File: src/design/cbq_pkg.sv
// Types and constants of the cascaded biquad filter.
`timescale 1ns / 1ps
package cbq_pkg;
    localparam int SAMPLE_W = 12;
    localparam int HIST_W   = 32;
    localparam int COEF_W   = 21;
    localparam int ACC_W    = 56;
    localparam int FRAC_SH  = 18;

    localparam logic [1:0] SEL_BYPASS  = 2'd0;
    localparam logic [1:0] SEL_NOTCH   = 2'd1;
    localparam logic [1:0] SEL_LOWPASS = 2'd2;

    typedef logic signed [COEF_W-1:0] coef_t;

    // Coefficient k (0 b0, 1 b1, 2 b2, 3 a1, 4 a2) of a section for a mode.
    function automatic coef_t coef_lookup(input logic [1:0] sel, input logic [1:0] sect,
                                          input logic [2:0] k);
        coef_t c;
        c = (k == 3'd0) ? coef_t'(262144) : coef_t'(0);
        if (sel == SEL_NOTCH && sect == 2'd0) begin
            case (k)
                3'd0: c = coef_t'(252990);
                3'd1: c = coef_t'(-368960);
                3'd2: c = coef_t'(252990);
                3'd3: c = coef_t'(-369126);
                3'd4: c = coef_t'(252820);
                default: c = coef_t'(0);
            endcase
        end else if (sel == SEL_NOTCH && sect == 2'd1) begin
            case (k)
                3'd0: c = coef_t'(262144);
                3'd1: c = coef_t'(-382310);
                3'd2: c = coef_t'(262144);
                3'd3: c = coef_t'(-381911);
                3'd4: c = coef_t'(253161);
                default: c = coef_t'(0);
            endcase
        end else if (sel == SEL_LOWPASS && sect == 2'd0) begin
            case (k)
                3'd0: c = coef_t'(1265);
                3'd1: c = coef_t'(2529);
                3'd2: c = coef_t'(1265);
                3'd3: c = coef_t'(-274884);
                3'd4: c = coef_t'(77631);
                default: c = coef_t'(0);
            endcase
        end else if (sel == SEL_LOWPASS && sect == 2'd1) begin
            case (k)
                3'd0: c = coef_t'(262144);
                3'd1: c = coef_t'(524288);
                3'd2: c = coef_t'(262144);
                3'd3: c = coef_t'(-346270);
                3'd4: c = coef_t'(165869);
                default: c = coef_t'(0);
            endcase
        end
        return c;
    endfunction
endpackage

File: src/design/cbq_mac.sv
// Bit-serial multiply-accumulate: one multiplier bit per cycle.
`timescale 1ns / 1ps
module cbq_mac
    import cbq_pkg::*;
(
    input  logic                     aclk,
    input  logic                     start,
    input  logic                     clear,
    input  logic                     subtract,
    input  logic signed [HIST_W-1:0] operand,
    input  coef_t                    coef,
    output logic                     busy,
    output logic signed [ACC_W-1:0]  acc
);
    localparam int CNT_W = $clog2(COEF_W + 1);

    logic signed [ACC_W-1:0] acc_reg, acc_next;
    logic signed [ACC_W-1:0] mcand_reg, mcand_next;
    logic [COEF_W-1:0]       mplier_reg, mplier_next;
    logic [CNT_W-1:0]        cnt_reg, cnt_next;
    logic                    neg_reg, neg_next;

    // Shift-and-add over the coefficient bits; the top bit carries negative weight.
    always_comb begin
        acc_next    = acc_reg;
        mcand_next  = mcand_reg;
        mplier_next = mplier_reg;
        cnt_next    = cnt_reg;
        neg_next    = neg_reg;
        if (start) begin
            mcand_next  = ACC_W'(operand);
            mplier_next = coef;
            cnt_next    = CNT_W'(COEF_W);
            neg_next    = subtract;
            if (clear) begin
                acc_next = '0;
            end
        end else if (cnt_reg != '0) begin
            if (mplier_reg[0]) begin
                if ((cnt_reg == CNT_W'(1)) != neg_reg) begin
                    acc_next = acc_reg - mcand_reg;
                end else begin
                    acc_next = acc_reg + mcand_reg;
                end
            end
            mcand_next  = mcand_reg <<< 1;
            mplier_next = mplier_reg >> 1;
            cnt_next    = cnt_reg - CNT_W'(1);
        end
    end

    always_ff @(posedge aclk) begin
        acc_reg    <= acc_next;
        mcand_reg  <= mcand_next;
        mplier_reg <= mplier_next;
        neg_reg    <= neg_next;
        cnt_reg    <= cnt_next;
    end

    assign busy = (cnt_reg != '0) || start;
    assign acc  = acc_reg;
endmodule

File: src/design/cascaded_biquad_iir_filter_top.sv
// Top level of the cascaded biquad filter for 12-bit converter samples.
// Usage: samples enter on the s_axis group, tdata = {raw_sample, channel}.
// Results leave on the m_axis group, tdata = {dac_level, filtered_sample, out_channel}.
// filter_select is written through cfg_wr_en / cfg_wr_data; the user must write it
// only while the block is idle, as the block itself does not enforce this.
// Each section takes five products, each formed bit-serially over 21 coefficient
// bits in the shared multiply-accumulate unit: a load state, the shift steps and a
// state to see the unit finish, and the section ends with a history update state.
// Bypass and out-of-range channels go straight from the idle to the done state.
// One transaction is worked on at a time; s_axis_tready is low meanwhile.
// The result waits in an output register while m_axis_tready is low; a further
// transaction may be accepted meanwhile, and once it is finished the sequencer
// holds it until that register is taken.
// Reset clears all history to zero and sets filter_select to the notch.
// History lives in flip-flop arrays, cleared at once by reset.
// No clearing pass is needed.
// The multiplier unit sets the rate.
`timescale 1ns / 1ps
module cascaded_biquad_iir_filter_top
    import cbq_pkg::*;
#(
    parameter int CHANNELS = 2,
    parameter int SECTIONS = 2
) (
    input  logic        aclk,
    input  logic        aresetn,
    input  logic        cfg_wr_en,
    input  logic [1:0]  cfg_wr_data,
    input  logic        s_axis_tvalid,
    output logic        s_axis_tready,
    input  logic [15:0] s_axis_tdata,   // channel [0], raw_sample [12:1]
    output logic        m_axis_tvalid,
    input  logic        m_axis_tready,
    output logic [23:0] m_axis_tdata    // out_channel [0], filtered_sample [12:1], dac_level [20:13]
);
    localparam int NSLOT = CHANNELS * SECTIONS;
    localparam int SL_W  = (NSLOT > 1) ? $clog2(NSLOT) : 1;
    localparam int SC_W  = 2;

    typedef enum logic [2:0] {ST_IDLE, ST_LOAD, ST_MUL, ST_SEC, ST_DONE} state_t;

    state_t                   state_reg;
    logic [1:0]               sel_reg;
    logic                     ch_reg;
    logic [SAMPLE_W-1:0]      raw_reg;
    logic                     bypass_reg;
    logic [SC_W-1:0]          sect_reg;
    logic [2:0]               term_reg;
    logic signed [HIST_W-1:0] x_reg;
    logic signed [HIST_W-1:0] x1_mem [NSLOT];
    logic signed [HIST_W-1:0] x2_mem [NSLOT];
    logic signed [HIST_W-1:0] y1_mem [NSLOT];
    logic signed [HIST_W-1:0] y2_mem [NSLOT];
    logic                     ovalid_reg;
    logic [23:0]              odata_reg;

    logic                     mac_start;
    logic                     mac_busy;
    logic signed [ACC_W-1:0]  mac_acc;
    logic signed [HIST_W-1:0] operand;
    logic [SL_W-1:0]          slot;
    logic signed [ACC_W-1:0]  shifted;
    logic signed [HIST_W-1:0] y_sat;
    logic [SAMPLE_W-1:0]      clamp;
    logic [SAMPLE_W-1:0]      result;
    logic                     filt_on;

    assign slot = SL_W'(32'(ch_reg) * SECTIONS + 32'(sect_reg));
    assign filt_on = (sel_reg == SEL_NOTCH || sel_reg == SEL_LOWPASS)
                     && (32'(s_axis_tdata[0]) < CHANNELS);

    // Operand for the current product term.
    always_comb begin
        case (term_reg)
            3'd0:    operand = x_reg;
            3'd1:    operand = x1_mem[slot];
            3'd2:    operand = x2_mem[slot];
            3'd3:    operand = y1_mem[slot];
            default: operand = y2_mem[slot];
        endcase
    end

    assign mac_start = (state_reg == ST_LOAD);

    cbq_mac u_mac (
        .aclk     (aclk),
        .start    (mac_start),
        .clear    (term_reg == 3'd0),
        .subtract (term_reg >= 3'd3),
        .operand  (operand),
        .coef     (coef_lookup(sel_reg, sect_reg, term_reg)),
        .busy     (mac_busy),
        .acc      (mac_acc)
    );

    // Floor by 2^18 and saturate to 32 bits; then floor by 2^12 and clamp.
    always_comb begin
        shifted = mac_acc >>> FRAC_SH;
        if (shifted > ACC_W'(64'sh7FFFFFFF)) begin
            y_sat = 32'sh7FFFFFFF;
        end else if (shifted < -ACC_W'(64'sh80000000)) begin
            y_sat = -32'sh7FFFFFFF - 32'sd1;
        end else begin
            y_sat = shifted[HIST_W-1:0];
        end
        if (x_reg[HIST_W-1]) begin
            clamp = '0;
        end else if (x_reg[HIST_W-2:24] != '0) begin
            clamp = '1;
        end else begin
            clamp = x_reg[23:12];
        end
    end

    // Sequencer, configuration register, history arrays and output register.
    always_ff @(posedge aclk) begin
        if (!aresetn) begin
            state_reg  <= ST_IDLE;
            sel_reg    <= SEL_NOTCH;
            ovalid_reg <= 1'b0;
            for (int i = 0; i < NSLOT; i++) begin
                x1_mem[i] <= '0;
                x2_mem[i] <= '0;
                y1_mem[i] <= '0;
                y2_mem[i] <= '0;
            end
        end else begin
            if (cfg_wr_en) begin
                sel_reg <= cfg_wr_data;
            end
            if (m_axis_tvalid && m_axis_tready && state_reg != ST_DONE) begin
                ovalid_reg <= 1'b0;
            end
            case (state_reg)
                ST_IDLE: begin
                    if (s_axis_tvalid && s_axis_tready) begin
                        ch_reg     <= s_axis_tdata[0];
                        raw_reg    <= s_axis_tdata[12:1];
                        x_reg      <= {8'd0, s_axis_tdata[12:1], 12'd0};
                        bypass_reg <= !filt_on;
                        sect_reg   <= '0;
                        term_reg   <= '0;
                        state_reg  <= filt_on ? ST_LOAD : ST_DONE;
                    end
                end
                ST_LOAD: state_reg <= ST_MUL;
                ST_MUL: begin
                    if (!mac_busy) begin
                        if (term_reg == 3'd4) begin
                            state_reg <= ST_SEC;
                        end else begin
                            term_reg  <= term_reg + 3'd1;
                            state_reg <= ST_LOAD;
                        end
                    end
                end
                ST_SEC: begin
                    x2_mem[slot] <= x1_mem[slot];
                    x1_mem[slot] <= x_reg;
                    y2_mem[slot] <= y1_mem[slot];
                    y1_mem[slot] <= y_sat;
                    x_reg        <= y_sat;
                    term_reg     <= '0;
                    if (32'(sect_reg) == SECTIONS - 1) begin
                        state_reg <= ST_DONE;
                    end else begin
                        sect_reg  <= sect_reg + SC_W'(1);
                        state_reg <= ST_LOAD;
                    end
                end
                ST_DONE: begin
                    if (!ovalid_reg || m_axis_tready) begin
                        ovalid_reg <= 1'b1;
                        odata_reg  <= {3'd0, result[11:4], result, ch_reg};
                        state_reg  <= ST_IDLE;
                    end
                end
                default: state_reg <= ST_IDLE;
            endcase
        end
    end

    // A sample marked for bypass passes unfiltered.
    assign result = bypass_reg ? raw_reg : clamp;

    assign s_axis_tready = (state_reg == ST_IDLE);
    assign m_axis_tvalid = ovalid_reg;
    assign m_axis_tdata  = odata_reg;
endmodule

File: config.mk
export PLATFORM = sky130hd
export DESIGN_NAME = cascaded_biquad_iir_filter_top
export DESIGN_NICKNAME = d
export VERILOG_FILES = /design/src/design/cbq_pkg.sv /design/src/design/cbq_mac.sv /design/src/design/cascaded_biquad_iir_filter_top.sv
export SDC_FILE = /design/constraint.sdc
export NUM_CORES = 1
export LEC_CHECK = 0
export ABC_AREA = 1
export ABC_CLOCK_PERIOD_IN_PS = 29700
export BUFFER_PORTS_ARGS = -buffer_cell sky130_fd_sc_hd__buf_2
export CAP_MARGIN = 5
export CORE_AREA = 5 5 339 341
export CTS_CLUSTER_DIAMETER = 80
export DETAILED_ROUTE_END_ITERATION = 16
export DIE_AREA = 0 0 344 346
export GPL_TIMING_DRIVEN = 0
export PLACE_DENSITY = 0.54
export REMOVE_ABC_BUFFERS = 1
export SLEW_MARGIN = 20
export SYNTH_ARGS = -nofsm -noshare
export SYNTH_HDL_FRONTEND = slang
export SYNTH_SLANG_ARGS = --single-unit
File: constraint.sdc
create_clock -name aclk -period 29.7 [get_ports aclk]
set_input_delay 5.94 -clock aclk [delete_from_list [all_inputs] [get_ports aclk]]
set_output_delay 5.94 -clock aclk [all_outputs]
set_load 0.01 [all_outputs]
==> summary.txt, run 1 <==
Final layout
  – Antenna diodes: 0
  – Layout cell share with drive strength beyond 1: 0.07058
  – Post-layout instance count excluding filler cells: 6190
  – Area grow syn2layout: 14.54%
  – Filler cells: between 10k and 15k
  – NumNets Final: ~4.7k

Detailed routing
  – Routed Antenna Nets: 0
  – Initial detailed-routing violation count: approximately 2.5k
  – DR pass1 iterations: 5
  – Wire per inst: between 15 and 20 um
  – WL final: ~120 mm
  – Via count: 30.93k
  – Drc violations: 0
  – Drt via density: between 4 and 5

Power and ir drop
  – Peak supply drop: roughly 51 uV
  – Pleak: approximately 19 nW
  – Pwr dens: around 110 nW/um^2

Place
  – PortBufs: 42
  – Placed Instances: a little over 6k
  – Placer congestion estimate: between 0.9 and 1
  – Post-DP HPWL: 82.25 mm

Worst setup path
  – CP Cell Sequence: buf_2 > inv_4 > buf_16 > nor2_4 > buf_12 > inv_6 > nor2_4 > nand2_4 > nand2_4 > buf_16 > buf_16 > buf_12
  – Critical Path End Type: register
  – Cell family with most CP delay: buffers and inverters
  – Crit path top cell by count: buf_16
  – Crit-path slowest cell: nand2_4
  – CP Buf/Inv Count: 8
  – CP Data Arrival Time: about 9.4 ns
  – CP max stage delay: 0.50 ns
  – Startpoint Class: primary input
  – Worst EP required: roughly 30 ns
  – CP max FO: 41
  – Setup CP Type: in -> reg

Clock network
  – Hold buffer count at cts: 0
  – H-tree depth: 3
  – Worst-skew pair later-pin latency: around 0.66 ns
  – CTS resizes: 0
  – Post-CTS setup buffer count: 0
  – CTS tree: built
  – CTS root buf: clkbuf_16
  – Clock transition at path regs: roughly 0.060 ns
  – CTS max path bufs: 3
  – Clock sinks: approximately 700
  – CTS Buf Count: approximately 80

Timing
  – Tcrit/Tclk final: 0.3051
  – Max-slew violations: 0
  – Fmax: ~110 MHz
  – Clock period minus final worst setup slack: between 9 and 10 ns
  – Hold Worst Slack: ~0.51 ns
  – Worst Tran Pin Value: around 1.2 ns
  – RSZ-0062 raised after global routing: false
  – Hold Violations, Final: 0
  – Slew HR: 0.2003
  – Skew final: approximately 0.043 ns
  – Setup violations, final: 0

Logic synthesis
  – Top_reg_cell synth: edfxtp_1
  – Cell taking the most area after synthesis: edfxtp_1
  – Area share of the largest cell type after synthesis: 0.5496
  – #FFs+latches synth: approximately 700
  – Yosys warnings: 0
  – Yosys cell types: 50
  – Synthesized instance count: ~4.6k
  – Avg Cell Area, Syn: ~8.4 um^2
  – Post-synthesis sequential area ratio: 0.5553
  – Async SR Flop Fraction: 0
  – Ranking of synthesized cells by area: edfxtp_1 (55%), nand2_1 (15%), nor2_1 (6.9%)
  – Number of flops mapped to enable cells by yosys: 710
  – Post-synthesis cell area: roughly 39000 um^2
  – Most instantiated library cell after synthesis: nand2_1
  – Synth cell count leaders: nand2_1 (1590), nor2_1 (717), edfxtp_1 (710), inv_1 (452), nand3_1 (215)

Job
  – Max_cap viols: 0

Global route
  – Gr usage total: 0.1974
  – First-pass GRT wire length: between 150 and 200 mm
  – Number of global-route vias before repair: a little under 30k
  – Grt total ovfl: 0
  – Initial antenna violation count: 0
  – Largest net degree at the start of global routing: ~120

Worst hold path
  – Worst hold path type: reg -> reg

Floorplanning
  – Die ar.: between 100000 and 150000 um^2
  – IO Count: between 40 and 50
  – Die Wd: approximately 340 um
  – Initial core utilization: 0.3477
  – Site Rows: approximately 120
  – Die height: 346 um
  – Core ar.: 111600 um^2

Outcome
  – Status: finished, final reports clean
-- final cells by class --
| cell class | count | area (um^2) | share of cell area |
|---|---|---|---|
| clock buffers | 96 | 2105 | 0.04737 |
| well taps | 1500 | 1877 | 0.04224 |
| inverters | 464 | 1777 | 0.03999 |
| repair buffers | 136 | 2039 | 0.04590 |
| flip-flops and latches | 721 | 21540 | 0.4848 |
| multi-input cells | 3221 | 14550 | 0.3276 |
| clock inverters | 52 | 536.8 | 0.01208 |
-- worst paths after layout --
kind | startpoint | to | slack (ns) | cells after the start
worst max-delay path | aresetn | y1_mem[0][16] | 20.64 | 12
worst min register to register | sel_reg[0] | sel_reg[0] | 0.51 | 2
worst max register to register | u_mac.cnt_reg[1] | u_mac.acc[38] | 24.83 | 21
worst min-delay path | sel_reg[0] | sel_reg[0] | 0.51 | 2
-- power breakdown --
| part | switching (mW) | leakage (nW) | internal (mW) |
|---|---|---|---|
| Clock | 0.432 | 1.28 | 0.581 |
| Combinational | 1.63 | 10.5 | 0.715 |
| Sequential | 0.0992 | 7.39 | 1.35 |
| Total | 2.17 | 19.2 | 2.65 |
-- placed cells by master (no fill, tap or decap), types with 9 or more instances in the layout --
| master | instances |
|---|---|
| clkinv_2 | 15 |
| nor3_1 | 62 |
| clkbuf_1 | 14 |
| o211ai_1 | 41 |
| a21oi_1 | 128 |
| buf_12 | 17 |
| clkbuf_16 | 83 |
| dfxtp_1 | 11 |
| nor2_1 | 716 |
| o21ai_1 | 47 |
| ha_1 | 67 |
| xor2_1 | 45 |
| o21ai_0 | 128 |
| buf_16 | 33 |
| buf_2 | 42 |
| inv_1 | 447 |
| or2_0 | 9 |
| a22oi_1 | 22 |
| o21bai_1 | 10 |
| nand2_1 | 1584 |
| buf_8 | 21 |
| buf_6 | 20 |
| edfxtp_1 | 710 |
| nand4_1 | 29 |
| nand3_1 | 215 |
| or2_2 | 32 |
| clkinv_1 | 19 |
-- logic make-up after synthesis --
kind of cell / Yosys count / synth area share
flops: 721 / 0.5553
xor+xnor: 55 / 0.01242
buf+inv: 678 / 0.07380
other cells: 1 / 0.00009668
fa+ha+maj: 69 / 0.02245
simple gates: 2684 / 0.2758
compound gates: 410 / 0.06016
-- metrics by stage --
step           total power, mW  cell area (um^2)    util  setup TNS [ns]  setup WS, ns
2_1_floorplan            2.954             37680       -               0         11.01
6_report                 4.812             44430  0.3982               0         20.64
3_3_place_gp             3.765             39760  0.3564        -3520.96        -27.33
5_1_grt                  5.149             44430  0.3982               0         20.48
4_1_cts                  4.815             44400  0.3980               0         20.64
3_5_place_dp             3.792             41760  0.3743               0         19.96
-- metal layers --
metal | vias to the layer above | track usage | part of all wire
met1 | 14844 | 0.2773 | 0.45
met3 | 145 | 0.02177 | 0.057
met4 | 0 | 0.05074 | 0.020
li1 | 15020 | - | -
met5 | - | 0 | 0
met2 | 920 | 0.3272 | 0.47
-- worst reg2reg max path, stage by stage (launching register included) --
cell and delay, ns:
dfxtp_1 0.31, inv_1 0.11, ha_1 0.15, inv_1 0.03, nor2_1 0.11, nand2_1 0.07, nand2_1 0.07, nand2_2 0.36
inv_2 0.73, nand2_1 0.18, xor2_1 0.39, ha_1 0.37, nand2_1 0.10, nand2_1 0.12, inv_1 0.08, nand2_1 0.07
a21oi_1 0.25, nand3_1 0.35, a21oi_1 0.52, nand2_1 0.10, nand2_1 0.08, nor2_1 0.05
(Power assumes the default switching activity.)
==> run 2, diff against run 1 <==
--- a/config.mk
+++ b/config.mk
@@ -5,16 +5,16 @@
 export SDC_FILE = /design/constraint.sdc
 export NUM_CORES = 1
 export LEC_CHECK = 0
-export ABC_AREA = 1
-export ABC_CLOCK_PERIOD_IN_PS = 29700
+export ABC_AREA = 0
+export ABC_CLOCK_PERIOD_IN_PS = 7900
 export BUFFER_PORTS_ARGS = -buffer_cell sky130_fd_sc_hd__buf_2
 export CAP_MARGIN = 5
-export CORE_AREA = 5 5 339 341
+export CORE_AREA = 5 5 327 329
 export CTS_CLUSTER_DIAMETER = 80
 export DETAILED_ROUTE_END_ITERATION = 16
-export DIE_AREA = 0 0 344 346
+export DIE_AREA = 0 0 332 334
 export GPL_TIMING_DRIVEN = 0
-export PLACE_DENSITY = 0.54
+export PLACE_DENSITY = 0.56
 export REMOVE_ABC_BUFFERS = 1
 export SLEW_MARGIN = 20
 export SYNTH_ARGS = -nofsm -noshare
==> constraint.sdc (replaced) <==
create_clock -name aclk -period 7.9 [get_ports aclk]
set_input_delay 1.58 -clock aclk [delete_from_list [all_inputs] [get_ports aclk]]
set_output_delay 1.58 -clock aclk [all_outputs]
set_load 0.01 [all_outputs]
==> run 2 against run 1 <==
  * Via count down 26%
  * Die area decreased by 6.8%
  * Design area is 7.1% lower
  * Sequential power increased to 3.8 times the previous value
  * Sequential share of layout area increased by 3.7 points
  * Clock skew is 0.025 ns lower
  * Total power grew to 3.1 times the previous value
  * Core utilization grew 0.17 points
  * Global-route usage shrank 3.5 points
  * Largest cell class unchanged
  * Register-to-register slack worse by 23 ns
  * Routed wire length down 23%
==> summary.txt, run 2 <==
Outcome
  – Status: finished, final reports clean (unchanged)

Logic synthesis
  – Main combinational cell family by area after synthesis: simple AND/OR/NAND/NOR gates (unchanged)
  – Most instantiated library cell after synthesis: edfxtp_1 (was nand2_1)
  – Ranking of synthesized cells by area: edfxtp_1 (59%), mux4_2 (8.0%), and2_1 (5.4%) (was edfxtp_1 (55%), nand2_1 (15%), nor2_1 (6.9%))
  – Post-synthesis cell area: 35900 um^2 (was 38790 um^2)
  – Post-synthesis sequential area ratio: 0.6000 (was 0.5553)
  – Cell taking the most area after synthesis: edfxtp_1 (unchanged)
  – Top_reg_cell synth: edfxtp_1 (unchanged)
  – Yosys warnings: 0 (unchanged)
  – Area share of the largest cell type after synthesis: 0.5939 (was 0.5496)
  – Avg Cell Area, Syn: 12.70 um^2 (was 8.400 um^2)
  – Xor/xnor share of the synthesized area: 0.02537 (was 0.01242)
  – Number of flops mapped to enable cells by yosys: 710 (unchanged)
  – #FFs+latches synth: 721 (unchanged)
  – Synth Area in Compound Gates: 0.09236 (was 0.06016)
  – Synth cell count leaders: edfxtp_1 (710), and2_1 (309), nor2_1 (291), clkbuf_1 (176), nand2_1 (161) (was nand2_1 (1590), nor2_1 (717), edfxtp_1 (710), inv_1 (452), nand3_1 (215))
  – Adder-cell share of the synthesized area: 0.02426 (was 0.02245)
  – Mux cell area share after synthesis: 0.08142 (was 0)
  – Yosys cell types: 77 (was 50)
  – Synth Area in Simple Gates: 0.1504 (was 0.2758)
  – Async SR Flop Fraction: 0 (unchanged)
  – Synthesized instance count: 2827 (was 4618)

Clock network
  – Post-CTS setup buffer count: 0 (unchanged)
  – Hold buffer count at cts: 0 (unchanged)
  – Clock sinks: 721 (unchanged)
  – CTS tree: built (unchanged)
  – CTS root buf: clkbuf_16 (unchanged)
  – Clock transition at path regs: 0.06 ns (about the same)
  – Worst-skew pair later-pin latency: 0.63 ns (was 0.66 ns)
  – H-tree depth: 3 (unchanged)
  – CTS max path bufs: 3 (unchanged)
  – CTS Buf Count: 75 (was 81)
  – CTS resizes: 0 (unchanged)

Job
  – Max_cap viols: 0 (unchanged)

Floorplanning
  – Die ar.: 110900 um^2 (was 119000 um^2)
  – Core ar.: 103200 um^2 (was 111600 um^2)
  – Die Wd: 332 um (was 344 um)
  – Site Rows: 118 (was 123)
  – IO Count: 49 (unchanged)
  – Initial core utilization: 0.3478 (was 0.3477)
  – Die height: 334 um (was 346 um)

Timing
  – Tcrit/Tclk final: 0.7437
  – Hold Violations, Final: 0 (unchanged)
  – Skew final: 0.01855 ns (was 0.04328 ns)
  – RSZ-0062 raised after global routing: false (unchanged)
  – PnR worst setup slack: 2.024 ns (was 20.64 ns)
  – Max-slew violations: 0 (unchanged)
  – Slew HR: 0.2505 (was 0.2003)
  – Setup violations, final: 0 (unchanged)
  – Worst Tran Pin Value: 1.121 ns (was 1.200 ns)
  – TNS Setup: 0 ns (unchanged)
  – Hold Worst Slack: 0.5030 ns (was 0.5052 ns)
  – Fmax: roughly 170 MHz
  – Clock period minus final worst setup slack: around 5.9 ns

Detailed routing
  – WL final: 92.19 mm (was 119.9 mm)
  – Wire per inst: 21.57 um (was 19.37 um)
  – Initial detailed-routing violation count: 2045 (was 2495)
  – DR pass1 iterations: 5 (unchanged)
  – Drc violations: 0 (unchanged)
  – Drt via density: 5.341 (was 4.997)
  – Routed Antenna Nets: 0 (unchanged)
  – Via count: 22.82k (was 30.93k)

Global route
  – Initial antenna violation count: 0 (unchanged)
  – First-pass GRT wire length: 141.9 mm (was 180.6 mm)
  – Gr usage total: 0.1627 (was 0.1974)
  – Largest net degree at the start of global routing: 71 (was 115)
  – Grt total ovfl: 0 (unchanged)
  – Number of global-route vias before repair: 23.30k (was 29.52k)

Worst setup path
  – Startpoint Class: register (was primary input)
  – Critical Path End Type: register (unchanged)
  – CP max FO: 7 (was 41)
  – CP Data Arrival Time: 6.22 ns (was 9.37 ns)
  – Worst EP required: 8.25 ns (was 30.01 ns)
  – Setup CP Type: reg -> reg (was in -> reg)

Power and ir drop
  – Pleak: 15.53 nW (was 19.22 nW)
  – Pwr dens: 363.0 nW/um^2 (was 108.3 nW/um^2)
  – Peak supply drop: 167.5 uV (was 51.00 uV)
  – Pwr Total: 14.98 mW (was 4.812 mW)

Final layout
  – Commonest non-fill, non-tap cell in the layout: edfxtp_1 (was nand2_1)
  – NumNets Final: 2931 (was 4717)
  – Area grow syn2layout: 14.98% (was 14.54%)
  – Leading cell types in the layout, fill and taps excluded: edfxtp_1 (710), and2_1 (309), nor2_1 (290) (was nand2_1 (1584), nor2_1 (716), edfxtp_1 (710))
  – Layout cell share with drive strength beyond 1: 0.1445 (was 0.07058)
  – Antenna diodes: 0 (unchanged)
  – Filler cells: 9585 (was 11.13k)

Worst hold path
  – Worst hold path type: reg -> reg (unchanged)

Place
  – Post-DP HPWL: 63.05 mm (was 82.25 mm)
  – Pre-CTS setup slack: 2.115 ns (was 19.96 ns)
  – Placer congestion estimate: 0.8613 (was 0.9459)
  – PortBufs: 42 (unchanged)
## run 2: worst paths after layout
path,startpoint,to,slack [ns],cells past startpoint
setup / recovery,u_mac.mcand_reg[13],u_mac.acc[54],2.02,16
hold / removal,u_mac.cnt_reg[4],u_mac.cnt_reg[4],0.50,1
setup reg to reg,u_mac.mcand_reg[13],u_mac.acc[54],2.02,16
hold reg to reg,u_mac.cnt_reg[4],u_mac.cnt_reg[4],0.50,1
## run 2: stage by stage
stage	instances	util	instance area [um^2]
after floorplan	2621	-	35080
after global placement	4043	0.3587	37020
after detailed placement	4142	0.3767	38880
after CTS	4273	0.3999	41270
after global routing	4273	0.3999	41270
final	4273	0.3999	41270
## run 2: power breakdown
part	switching, mW	internal (mW)
logic	3.63	2.34
clock network	1.47	2.07
registers	0.443	5.03
## run 2: kinds of logic after synthesis
kind of cell / Yosys count
buffers and inverters: 237
adder cells (fa/ha/maj): 69
flip-flops: 721
XOR/XNOR: 104
AND/OR/NAND/NOR: 1049
multiplexers: 132
other: 1
AO/OA/AOI/OAI: 514
## run 2: layer usage
layer  vias to the layer above  wire, um  track usage
met5                         -         0            0
met4                         0      2167      0.04466
met3                       121      4055      0.01969
met2                       552     46480       0.2879
met1                     11555     39490       0.2128
li1                      10595         -            -
## run 2: final cells by class
cell class | instances | area [um^2] | area share
multi-input cells | 1871 | 13640 | 0.3305
well taps | 1380 | 1727 | 0.04183
clock inverters | 30 | 314.1 | 0.007609
flip-flops and latches | 721 | 21540 | 0.5219
clock buffers | 101 | 2079 | 0.05038
repair buffers | 141 | 1861 | 0.04508
inverters | 29 | 113.9 | 0.002759
## run 2: critical path: stages (launching register included)
cell and delay [ns]:
edfxtp_1 0.53, or4_4 0.62, or4_4 0.46, nor4_2 0.48, nand2_1 0.33, o41ai_1 0.41, xor2_1 0.15, ha_1 0.43
nand2_1 0.16, nor3_1 0.32, nand4_1 0.20, a31o_2 0.28, a211oi_1 0.36, o211ai_1 0.24, a211oi_1 0.37, o21ai_0 0.10
nor3b_1 0.14
